===== src/hdl/assert_macros.svh =====
// assertion macros included by the top level rtl file
`ifndef ASSERT_MACROS_SVH
`define ASSERT_MACROS_SVH
`ifndef SYNTHESIS
`define ASSERT_IMPLY(lbl, clk, rst, ante, cons) \
   lbl: assert property (@(posedge clk) disable iff (rst) (ante) |-> (cons)) \
      else $error("assertion failed");
`define ASSERT_NEXT(lbl, clk, rst, ante, cons) \
   lbl: assert property (@(posedge clk) disable iff (rst) (ante) |=> (cons)) \
      else $error("assertion failed");
`else
`define ASSERT_IMPLY(lbl, clk, rst, ante, cons)
`define ASSERT_NEXT(lbl, clk, rst, ante, cons)
`endif
`endif


===== src/hdl/kcg_pkg.sv =====
// shared types and constants of the koch curve segment generator
package kcg_pkg;

   localparam int COORD_W       = 24;
   localparam int LEVEL_W       = 2;
   localparam int DEF_MAX_DEPTH = 3;
   localparam int DIV_CHUNK     = 8;
   localparam int SIN60_Q16     = 56754;
   localparam int COS60_SHIFT   = 15;
   localparam int ROT_FRAC      = 16;

   typedef struct packed {
      logic signed [COORD_W-1:0] start_x;
      logic signed [COORD_W-1:0] start_y;
      logic signed [COORD_W-1:0] end_x;
      logic signed [COORD_W-1:0] end_y;
   } req_word_type;

   typedef struct packed {
      logic signed [COORD_W-1:0] seg_start_x;
      logic signed [COORD_W-1:0] seg_start_y;
      logic signed [COORD_W-1:0] seg_end_x;
      logic signed [COORD_W-1:0] seg_end_y;
      logic                      last;
   } rsp_word_type;

   typedef struct packed {
      logic signed [COORD_W-1:0] x;
      logic signed [COORD_W-1:0] y;
      logic [LEVEL_W-1:0]        level;
   } stk_entry_type;

   typedef struct packed {
      logic init;
      logic push;
      logic pop;
   } stk_ctrl_type;

   typedef struct packed {
      logic empty;
      logic one_left;
   } stk_stat_type;

endpackage


===== src/hdl/kcg_div3.sv =====
// iterative unsigned divide by three, one chunk of bits per cycle
module kcg_div3 #(
   parameter int WIDTH = kcg_pkg::COORD_W + 2
) (
   input  logic             clock,
   input  logic             reset,
   input  logic             start,
   input  logic [WIDTH-1:0] dividend,
   output logic             done,
   output logic [WIDTH-1:0] quotient,
   output logic [1:0]       remainder
);
   import kcg_pkg::*;

   localparam int CH   = DIV_CHUNK;
   localparam int NCH  = (WIDTH + CH - 1) / CH;
   localparam int PADW = NCH * CH;
   localparam int K    = CH + 3;
   localparam int PW   = CH + 2 + K;
   localparam int CNTW = (NCH > 1) ? $clog2(NCH) : 1;
   localparam logic [K-1:0] RECIP = K'(((1 << K) + 2) / 3);

   logic [PADW-1:0] work_ff;
   logic [PADW-1:0] quo_ff;
   logic [1:0]      rem_ff;
   logic [CNTW-1:0] cnt_ff;
   logic            busy_ff;
   logic            done_ff;

   logic [CH+1:0]   digit_w;
   logic [PW-1:0]   digit_prod;
   logic [CH-1:0]   digit_q;
   logic [CH+1:0]   three_q;
   logic [CH+1:0]   digit_diff;

   // reciprocal multiply is exact for a partial dividend below three times the chunk range
   always_comb begin
      digit_w    = {rem_ff, work_ff[PADW-1 -: CH]};
      digit_prod = digit_w * RECIP;
      digit_q    = digit_prod[K +: CH];
      three_q    = {digit_q, 1'b0} + (CH+2)'(digit_q);
      digit_diff = digit_w - three_q;
   end

   always_ff @(posedge clock) begin
      if (reset) begin
         busy_ff <= 1'b0;
         done_ff <= 1'b0;
      end else begin
         done_ff <= 1'b0;
         if (start) begin
            work_ff <= PADW'(dividend);
            rem_ff  <= 2'd0;
            cnt_ff  <= CNTW'(NCH - 1);
            busy_ff <= 1'b1;
         end else if (busy_ff) begin
            work_ff <= work_ff << CH;
            quo_ff  <= (quo_ff << CH) | PADW'(digit_q);
            rem_ff  <= digit_diff[1:0];
            if (cnt_ff == '0) begin
               busy_ff <= 1'b0;
               done_ff <= 1'b1;
            end else begin
               cnt_ff <= cnt_ff - CNTW'(1);
            end
         end
      end
   end

   assign done      = done_ff;
   assign quotient  = quo_ff[WIDTH-1:0];
   assign remainder = rem_ff;

endmodule


===== src/hdl/kcg_stack.sv =====
// register stack of pending segment end points
module kcg_stack #(
   parameter int DEPTH = 1 + 3 * kcg_pkg::DEF_MAX_DEPTH
) (
   input  logic                   clock,
   input  logic                   reset,
   input  kcg_pkg::stk_ctrl_type  ctrl,
   input  kcg_pkg::stk_entry_type wr_entry,
   output kcg_pkg::stk_entry_type top_entry,
   output kcg_pkg::stk_stat_type  stat
);
   import kcg_pkg::*;

   localparam int IDXW = (DEPTH > 1) ? $clog2(DEPTH) : 1;
   localparam int CNTW = $clog2(DEPTH + 1);

   stk_entry_type   mem_ff [DEPTH];
   logic [CNTW-1:0] cnt_ff;
   logic [CNTW-1:0] cnt_dec;

   assign cnt_dec = cnt_ff - CNTW'(1);

   always_ff @(posedge clock) begin
      if (reset) begin
         cnt_ff <= '0;
      end else if (ctrl.init) begin
         mem_ff[0] <= wr_entry;
         cnt_ff    <= CNTW'(1);
      end else if (ctrl.push) begin
         // a push onto a full stack is dropped
         if (cnt_ff < CNTW'(DEPTH)) begin
            mem_ff[cnt_ff[IDXW-1:0]] <= wr_entry;
            cnt_ff                   <= cnt_ff + CNTW'(1);
         end
      end else if (ctrl.pop) begin
         if (cnt_ff != '0) begin
            cnt_ff <= cnt_dec;
         end
      end
   end

   assign top_entry     = mem_ff[cnt_dec[IDXW-1:0]];
   assign stat.empty    = (cnt_ff == '0);
   assign stat.one_left = (cnt_ff == CNTW'(1));

endmodule


===== src/hdl/koch_curve_segment_generator_top.sv =====
// koch curve segment generator, top level with sequencer and shared multiplier
//
// req channel: one word per input segment (start and end point, signed q16.8).
// rsp channel: 4^depth leaf segments per input word, depth-first, last marks
//   the final leaf of that input.
// csr channel: writes the 2-bit subdivision depth (reset value 3), capped at
//   MAX_DEPTH; always ready, write only while the block is idle.
// req_ready is high only while no segment is in progress; an input word is
// taken in the idle state, and at depth 0 its first leaf is then registered
// out of the pop state. each subdivision runs the divide-by-three unit, where
// NCH = ceil((COORD_W + 2) / DIV_CHUNK) is the chunk count of the unit, once
// for x and once for y, followed by two passes through the one multiplier and
// four stack pushes.
// a stalled receiver holds the rsp output register and the sequencer waits
// on the next leaf; subdivision work continues until then.
// reset (synchronous, active high) empties the stack, drops any pending leaf,
// returns to idle and sets depth to 3.
module koch_curve_segment_generator_top #(
   parameter int MAX_DEPTH = kcg_pkg::DEF_MAX_DEPTH
) (
   input  logic                  clock,
   input  logic                  reset,
   input  logic                  req_valid,
   output logic                  req_ready,
   input  kcg_pkg::req_word_type req_data,
   output logic                  rsp_valid,
   input  logic                  rsp_ready,
   output kcg_pkg::rsp_word_type rsp_data,
   input  logic                  csr_valid,
   output logic                  csr_ready,
   input  logic [1:0]            csr_data
);
   import kcg_pkg::*;

`include "assert_macros.svh"

   localparam int CW          = COORD_W;
   localparam int STACK_DEPTH = 1 + 3 * MAX_DEPTH;
   localparam int DIVW        = CW + 2;
   localparam int WW          = CW + 5;
   localparam int RW          = CW + 20;

   localparam logic signed [WW-1:0]   SAT_HI   = WW'((64'sd1 <<< (CW - 1)) - 64'sd1);
   localparam logic signed [WW-1:0]   SAT_LO   = WW'(-(64'sd1 <<< (CW - 1)));
   localparam logic signed [CW+2:0]   DIV_BIAS = (CW+3)'(64'sd3 <<< CW);
   localparam logic signed [WW-1:0]   Q_BIAS   = WW'(64'sd1 <<< CW);
   localparam logic signed [17:0]     SIN_S    = 18'(SIN60_Q16);
   localparam logic [LEVEL_W-1:0]     LIM_CAP  = LEVEL_W'(MAX_DEPTH);
   localparam logic [1:0]             REM_TWO  = 2'd2;

   typedef enum logic [2:0] {
      ST_IDLE,
      ST_POP,
      ST_DIVX,
      ST_DIVY,
      ST_MUL0,
      ST_MUL1,
      ST_APEX,
      ST_PUSH
   } state_type;

   function automatic logic signed [CW-1:0] sat_coord(input logic signed [WW-1:0] v);
      if (v > SAT_HI) begin
         return SAT_HI[CW-1:0];
      end
      if (v < SAT_LO) begin
         return SAT_LO[CW-1:0];
      end
      return v[CW-1:0];
   endfunction

   // bias the signed difference by a multiple of three so the divider sees it unsigned
   function automatic logic [DIVW-1:0] to_dividend(input logic signed [CW:0] d);
      logic signed [CW+2:0] t;
      t = (CW+3)'(d) + DIV_BIAS;
      return t[DIVW-1:0];
   endfunction

   // sequencer and datapath registers
   state_type            state_ff, state_in;
   logic [1:0]           depth_ff, depth_in;
   logic                 rsp_valid_ff, rsp_valid_in;
   rsp_word_type         rsp_data_ff, rsp_data_in;
   logic signed [CW-1:0] cur_x_ff, cur_x_in;
   logic signed [CW-1:0] cur_y_ff, cur_y_in;
   logic signed [CW-1:0] px_ff, px_in;
   logic signed [CW-1:0] py_ff, py_in;
   logic [LEVEL_W-1:0]   lvl_ff, lvl_in;
   logic signed [CW-1:0] cpx_ff, cpx_in;
   logic signed [CW-1:0] cpy_ff, cpy_in;
   logic signed [CW-1:0] dpx_ff, dpx_in;
   logic signed [CW-1:0] dpy_ff, dpy_in;
   logic signed [CW-1:0] ex_ff, ex_in;
   logic signed [CW-1:0] ey_ff, ey_in;
   logic signed [CW+18:0] prod_ry_ff, prod_ry_in;
   logic signed [CW+18:0] prod_rx_ff, prod_rx_in;
   logic [1:0]           push_cnt_ff, push_cnt_in;

   // stack and divider hookup
   stk_ctrl_type         stk_ctrl;
   stk_entry_type        stk_wr;
   stk_entry_type        stk_top;
   stk_stat_type         stk_stat;
   logic                 div_start;
   logic [DIVW-1:0]      div_operand;
   logic                 div_done;
   logic [DIVW-1:0]      div_quo;
   logic [1:0]           div_rem;

   // combinational helpers
   logic [LEVEL_W-1:0]   lim;
   logic                 is_leaf;
   logic                 out_free;
   logic                 emit;
   logic signed [CW:0]   diff_x;
   logic signed [CW:0]   diff_y;
   logic signed [WW-1:0] q_s;
   logic signed [WW-1:0] cur_w;
   logic signed [WW-1:0] round_w;
   logic signed [WW-1:0] near_w;
   logic signed [WW-1:0] far_w;
   logic signed [CW:0]   rx;
   logic signed [CW:0]   ry;
   logic signed [CW:0]   mul_op;
   logic signed [CW+18:0] mul_res;
   logic signed [RW-1:0] ex_sum;
   logic signed [RW-1:0] ey_sum;
   logic signed [WW-1:0] ex_w;
   logic signed [WW-1:0] ey_w;

   kcg_stack #(
      .DEPTH(STACK_DEPTH)
   ) u_stack (
      .clock     (clock),
      .reset     (reset),
      .ctrl      (stk_ctrl),
      .wr_entry  (stk_wr),
      .top_entry (stk_top),
      .stat      (stk_stat)
   );

   kcg_div3 #(
      .WIDTH(DIVW)
   ) u_div3 (
      .clock     (clock),
      .reset     (reset),
      .start     (div_start),
      .dividend  (div_operand),
      .done      (div_done),
      .quotient  (div_quo),
      .remainder (div_rem)
   );

   // arithmetic around the shared units
   always_comb begin
      lim      = (depth_ff > LIM_CAP) ? LIM_CAP : depth_ff;
      is_leaf  = (stk_top.level >= lim);
      out_free = !rsp_valid_ff || rsp_ready;
      emit     = (state_ff == ST_POP) && !stk_stat.empty && is_leaf && out_free;

      diff_x      = (CW+1)'(stk_top.x) - (CW+1)'(cur_x_ff);
      diff_y      = (CW+1)'(py_ff) - (CW+1)'(cur_y_ff);
      div_operand = (state_ff == ST_POP) ? to_dividend(diff_x) : to_dividend(diff_y);

      // one third and two thirds of the span, both floored
      q_s     = $signed({3'b000, div_quo}) - Q_BIAS;
      cur_w   = (state_ff == ST_DIVX) ? WW'(cur_x_ff) : WW'(cur_y_ff);
      round_w = (div_rem == REM_TWO) ? WW'(1) : '0;
      near_w  = cur_w + q_s;
      far_w   = cur_w + (q_s <<< 1) + round_w;

      // apex: rotate d about c by +60 degrees, cos as a shift, sin through the multiplier
      rx      = (CW+1)'(dpx_ff) - (CW+1)'(cpx_ff);
      ry      = (CW+1)'(dpy_ff) - (CW+1)'(cpy_ff);
      mul_op  = (state_ff == ST_MUL0) ? ry : rx;
      mul_res = mul_op * SIN_S;
      ex_sum  = (RW'(rx) <<< COS60_SHIFT) - RW'(prod_ry_ff);
      ey_sum  = (RW'(ry) <<< COS60_SHIFT) + RW'(prod_rx_ff);
      ex_w    = WW'(cpx_ff) + WW'($signed(ex_sum[RW-1:ROT_FRAC]));
      ey_w    = WW'(cpy_ff) + WW'($signed(ey_sum[RW-1:ROT_FRAC]));
   end

   // sequencer
   always_comb begin
      state_in     = state_ff;
      depth_in     = depth_ff;
      rsp_valid_in = rsp_valid_ff && !rsp_ready;
      rsp_data_in  = rsp_data_ff;
      cur_x_in     = cur_x_ff;
      cur_y_in     = cur_y_ff;
      px_in        = px_ff;
      py_in        = py_ff;
      lvl_in       = lvl_ff;
      cpx_in       = cpx_ff;
      cpy_in       = cpy_ff;
      dpx_in       = dpx_ff;
      dpy_in       = dpy_ff;
      ex_in        = ex_ff;
      ey_in        = ey_ff;
      prod_ry_in   = prod_ry_ff;
      prod_rx_in   = prod_rx_ff;
      push_cnt_in  = push_cnt_ff;
      stk_ctrl     = '0;
      stk_wr       = '0;
      div_start    = 1'b0;

      if (csr_valid && csr_ready) begin
         depth_in = csr_data;
      end

      case (state_ff)
         ST_IDLE: begin
            if (req_valid) begin
               cur_x_in      = req_data.start_x;
               cur_y_in      = req_data.start_y;
               stk_ctrl.init = 1'b1;
               stk_wr.x      = req_data.end_x;
               stk_wr.y      = req_data.end_y;
               stk_wr.level  = '0;
               state_in      = ST_POP;
            end
         end
         ST_POP: begin
            if (stk_stat.empty) begin
               state_in = ST_IDLE;
            end else if (is_leaf) begin
               if (out_free) begin
                  rsp_valid_in             = 1'b1;
                  rsp_data_in.seg_start_x  = cur_x_ff;
                  rsp_data_in.seg_start_y  = cur_y_ff;
                  rsp_data_in.seg_end_x    = stk_top.x;
                  rsp_data_in.seg_end_y    = stk_top.y;
                  rsp_data_in.last         = stk_stat.one_left;
                  cur_x_in                 = stk_top.x;
                  cur_y_in                 = stk_top.y;
                  stk_ctrl.pop             = 1'b1;
                  state_in = stk_stat.one_left ? ST_IDLE : ST_POP;
               end
            end else begin
               px_in        = stk_top.x;
               py_in        = stk_top.y;
               lvl_in       = stk_top.level;
               stk_ctrl.pop = 1'b1;
               div_start    = 1'b1;
               state_in     = ST_DIVX;
            end
         end
         ST_DIVX: begin
            if (div_done) begin
               cpx_in    = sat_coord(near_w);
               dpx_in    = sat_coord(far_w);
               div_start = 1'b1;
               state_in  = ST_DIVY;
            end
         end
         ST_DIVY: begin
            if (div_done) begin
               cpy_in   = sat_coord(near_w);
               dpy_in   = sat_coord(far_w);
               state_in = ST_MUL0;
            end
         end
         ST_MUL0: begin
            prod_ry_in = mul_res;
            state_in   = ST_MUL1;
         end
         ST_MUL1: begin
            prod_rx_in = mul_res;
            state_in   = ST_APEX;
         end
         ST_APEX: begin
            ex_in       = sat_coord(ex_w);
            ey_in       = sat_coord(ey_w);
            push_cnt_in = '0;
            state_in    = ST_PUSH;
         end
         ST_PUSH: begin
            // pushed end first so the first third comes off the stack next
            stk_ctrl.push = 1'b1;
            stk_wr.level  = lvl_ff + LEVEL_W'(1);
            case (push_cnt_ff)
               2'd0: begin
                  stk_wr.x = px_ff;
                  stk_wr.y = py_ff;
               end
               2'd1: begin
                  stk_wr.x = dpx_ff;
                  stk_wr.y = dpy_ff;
               end
               2'd2: begin
                  stk_wr.x = ex_ff;
                  stk_wr.y = ey_ff;
               end
               default: begin
                  stk_wr.x = cpx_ff;
                  stk_wr.y = cpy_ff;
               end
            endcase
            push_cnt_in = push_cnt_ff + 2'd1;
            if (push_cnt_ff == 2'd3) begin
               state_in = ST_POP;
            end
         end
         default: begin
            state_in = ST_IDLE;
         end
      endcase
   end

   always_ff @(posedge clock) begin
      if (reset) begin
         state_ff     <= ST_IDLE;
         depth_ff     <= 2'd3;
         rsp_valid_ff <= 1'b0;
         push_cnt_ff  <= '0;
      end else begin
         state_ff     <= state_in;
         depth_ff     <= depth_in;
         rsp_valid_ff <= rsp_valid_in;
         push_cnt_ff  <= push_cnt_in;
      end
      rsp_data_ff <= rsp_data_in;
      cur_x_ff    <= cur_x_in;
      cur_y_ff    <= cur_y_in;
      px_ff       <= px_in;
      py_ff       <= py_in;
      lvl_ff      <= lvl_in;
      cpx_ff      <= cpx_in;
      cpy_ff      <= cpy_in;
      dpx_ff      <= dpx_in;
      dpy_ff      <= dpy_in;
      ex_ff       <= ex_in;
      ey_ff       <= ey_in;
      prod_ry_ff  <= prod_ry_in;
      prod_rx_ff  <= prod_rx_in;
   end

   assign req_ready = (state_ff == ST_IDLE);
   assign csr_ready = 1'b1;
   assign rsp_valid = rsp_valid_ff;
   assign rsp_data  = rsp_data_ff;

   // the sequencer never pops an empty stack
   `ASSERT_IMPLY(a_pop_nonempty, clock, reset, stk_ctrl.pop, !stk_stat.empty)
   // an accepted word leaves exactly its end point on the stack
   `ASSERT_NEXT(a_init_one, clock, reset, req_valid && req_ready, stk_stat.one_left)
   // divider results only arrive while the sequencer waits for them
   `ASSERT_IMPLY(a_div_wait, clock, reset, div_done, state_ff == ST_DIVX || state_ff == ST_DIVY)
   // the final leaf is shown marked and the block returns to idle
   `ASSERT_NEXT(a_last_idle, clock, reset, emit && stk_stat.one_left,
      state_ff == ST_IDLE && rsp_valid && rsp_data.last)

endmodule


===== config.mk =====
export PLATFORM = sky130hd
export DESIGN_NAME = koch_curve_segment_generator_top
export DESIGN_NICKNAME = d
export VERILOG_FILES = /design/src/hdl/kcg_pkg.sv /design/src/hdl/kcg_div3.sv /design/src/hdl/kcg_stack.sv /design/src/hdl/koch_curve_segment_generator_top.sv
export VERILOG_INCLUDE_DIRS = /design/src /design/src/hdl
export SDC_FILE = /design/constraint.sdc
export NUM_CORES = 2
export LEC_CHECK = 0
export BUFFER_PORTS_ARGS = -buffer_cell sky130_fd_sc_hd__clkbuf_2
export CORE_MARGIN = 5
export CORE_UTILIZATION = 60
export DETAILED_ROUTE_END_ITERATION = 16
export PLACE_DENSITY = 0.85
export SLEW_MARGIN = 5
export SYNTH_ARGS = -nofsm -noshare
export SYNTH_HDL_FRONTEND = slang
export SYNTH_SLANG_ARGS = --single-unit

===== constraint.sdc =====
create_clock -name clock -period 10.3 [get_ports clock]
set_clock_uncertainty 0.1 [all_clocks]
set_input_delay 1.03 -clock clock [delete_from_list [all_inputs] [get_ports clock]]
set_output_delay 1.03 -clock clock [all_outputs]
set_load 0.02 [all_outputs]

==> impl_metrics.ini <==
[logic_synthesis]
syn_area_per_cell_um2 = 12.29
ys_warn_count = 0
ys_seq_area_frac = 0.4844
synth.area.top_cells = edfxtp_1 (48%), ha_1 (11%), fa_1 (7.4%)
synth_common_cells = edfxtp_1 (969), ha_1 (537), inv_1 (537), a21oi_1 (342), nor2_1 (261)
synth_ff_type = edfxtp_1
synth_top_area_frac = 0.4798
yosysUniqueCellTypes = 87
synth-edff-count = 969
async_reset_ff_frac = 0
synth_area_leader_cell = edfxtp_1
yosysMostFrequentCell = edfxtp_1
netlist_area_um2 = 60650
synth_seq_cells = 983
synthCells = 4933
syn_nets = 5797

[clock_network]
cts_buffers = 98
clock_sinks = 983
path_clk_slew_ns = 0.06
htreeDepth = 3
cts.path.max_buffers = 3
post_cts_resized = 0
post-cts-setup-buffers = 0
worstSkewPairLatency_ns = 0.68
cts_hold_buf = 0
clockRootBuffer = clkbuf_16
cts_tree = built

[sta]
max_clock_freq_mhz = 104.4
rsz0062_at_grt = no
tns_ns = 0
min_period_over_period = 0.9296
hold_viol = 0
min_period_ns = 9.575
finalSetupViolations = 0
holdWs_ns = 0.3482
max_slew_margin = 0.03641
tightest_slew_ns = 1.430
finalMaxSlewViolations = 0

[worst_setup_path]
crit_buf_inv = 4
worstPathMaxFanout = 6
crit_family = compound AO/OA/AOI/OAI gates
required_ns = 10.61
end_kind = flip-flop
critPathMaxStageDelay_ns = 0.80
path_depth = 31
start_kind = flip-flop
cp_slowest_cell = o221ai_1
crit_type = flip-flop to flip-flop
arrival_ns = 9.89
worst_r2r_path_depth = 31
crit_path_frequent_cell = fa_1

[placed_design]
dp_hpwl_um = 126800
dpl_cell_area_um2 = 63560
gp_congestion = 0.9727
portBuffers = 201

[global_routing]
gr-usage-met1 = 0.4372
use_met2 = 0.5053
antenna_found_initial = 12
grt_pass1_wl_um = 260000
busiest_layer = met2
grt_pass1_vias = 41940
grt_use_total = 0.3219
grt_overflow = 0
grt_max_degree = 67
met3_usage = 0.06554

[floorplanning]
rows = 116
die_x_um = 327.9
core_um2 = 100300
fp.dieH_um = 327.9
start_util = 0.6047
die_area_um2 = 107500
io_pins = 203

[route]
drc = 0
drt-total-wl_um = 175600
drtAntennaViolNets = 0
vias_per_cell = 6.489
drt_iter0_markers = 5877
dr.pass1.iters = 9
num_vias = 42930
detail_route.wl_per_cell_um = 26.54

[power]
leakagePower_nw = 27.02
share_seq_of_total_power = 0.317
power_frac_clock = 0.211
powerDensity_nw_per_um2 = 258.1
p_int_mw = 10.28
ir_worst_vdd_mv = 0.3132
power_frac_comb = 0.472
switchingPower_mw = 6.972
p_sw_frac = 0.4042

[finish]
drive_gt1_frac = 0.1245
n_fill_cell = 6824
syn_to_final_growth_pct = 10.19
fin_area_um2 = 66830
utilization = 0.6664
nets = 6031

[hold_path]
holdPathStages = 0
worst_hold_path_type = flip-flop to flip-flop

[run]
maxCapViolations = 0

[status]
run_status = completed
## power by group through the flow
stage                     sequential, mW  clock [mW]  combinational (mW)
final                               5.46        3.64                8.15
after global routing                5.48        3.82                8.76
after CTS                           5.45        3.64                7.92
after detailed placement            5.53           0                7.76
after global placement              5.52           0                7.58
after floorplan                     5.46           0                5.29
## final timing paths
kind | from | to | slack (ns)
min reg2reg | cur_y_ff[22]$_DFFE_PP_ | rsp_data[71]$_DFFE_PP_ | 0.35
min | cur_y_ff[22]$_DFFE_PP_ | rsp_data[71]$_DFFE_PP_ | 0.35
max reg2reg | cpx_ff[4]$_DFFE_PP_ | prod_ry_ff[39]$_DFFE_PP_ | 0.73
max | cpx_ff[4]$_DFFE_PP_ | prod_ry_ff[39]$_DFFE_PP_ | 0.73
## state kept, by name, indices dropped and copies added (netlist names), 26 cells and up
| signal | flops |
|---|---|
| prod_rx_ff | 27 |
| prod_ry_ff | 41 |
| rsp_data | 97 |
| u_div3.quo_ff | 26 |
| u_div3.work_ff | 32 |
| u_stack.mem_ff | 500 |
## worst register-to-register path, delay by kind of cell, from the launching register on
family	cells	cell delay (ns)
buffers and inverters	4	0.24
flip-flops	1	0.37
adder cells (fa/ha/maj)	8	3.65
XOR/XNOR	2	0.22
AND/OR/NAND/NOR	1	0.20
AO/OA/AOI/OAI	16	4.53
## kinds of logic after synthesis
family,Yosys count,share of synthesized area
multiplexers,229,0.05991
AO/OA/AOI/OAI,1153,0.1231
XOR/XNOR,260,0.03755
flip-flops,983,0.4844
buffers and inverters,684,0.04291
adder cells (fa/ha/maj),761,0.1847
other,1,0.00006183
AND/OR/NAND/NOR,862,0.06740
## final cells by class
type	count	area [µm²]	area share
sequential	983	29380	0.4397
clock inverter	58	678.2	0.01015
clock buffer	121	2560	0.03831
inverter	537	2016	0.03016
antenna	12	30.03	0.0004493
timing repair buffer	281	1607	0.02404
multi-input combinational	3266	28860	0.4318
tap	1357	1698	0.02541
## metal layers
metal / share of wire / routed length [µm]
met5: 0.00036 / 64
met4: 0.055 / 9671
met3: 0.12 / 21220
met1: 0.37 / 65410
met2: 0.45 / 79190
## layout by cell type, fill, tap and decap left out, types with 13 or more instances in the layout
cell / count
mux4_2: 100
clkbuf_16: 99
o21ai_0: 230
o211ai_1: 17
xor2_1: 89
a21oi_1: 339
fa_1: 224
nor2b_1: 80
o21a_1: 52
a21o_1: 158
mux2i_1: 57
nand3_1: 52
nor2_1: 250
edfxtp_1: 969
and2_1: 15
nor3_1: 52
buf_4: 80
a211oi_1: 73
clkinv_1: 23
or3_1: 15
nand2_1: 236
a31oi_1: 32
o21ai_1: 28
nand4_1: 18
inv_1: 535
clkbuf_2: 201
mux2_2: 71
nand2b_1: 52
and3_1: 28
a222oi_1: 48
xnor2_1: 169
ha_1: 535
dfxtp_1: 13
o21bai_1: 32
clkbuf_1: 22
## through the flow
step | setup WS (ns) | total power, mW | instances
after floorplan | 1.344 | 10.75 | 4933
after global placement | 1.071 | 13.10 | 6424
after detailed placement | 0.9469 | 13.29 | 6424
after CTS | 0.9095 | 17.02 | 6603
after global routing | 0.3051 | 18.06 | 6606
final | 0.7253 | 17.25 | 6615
(Power assumes the default switching activity.)
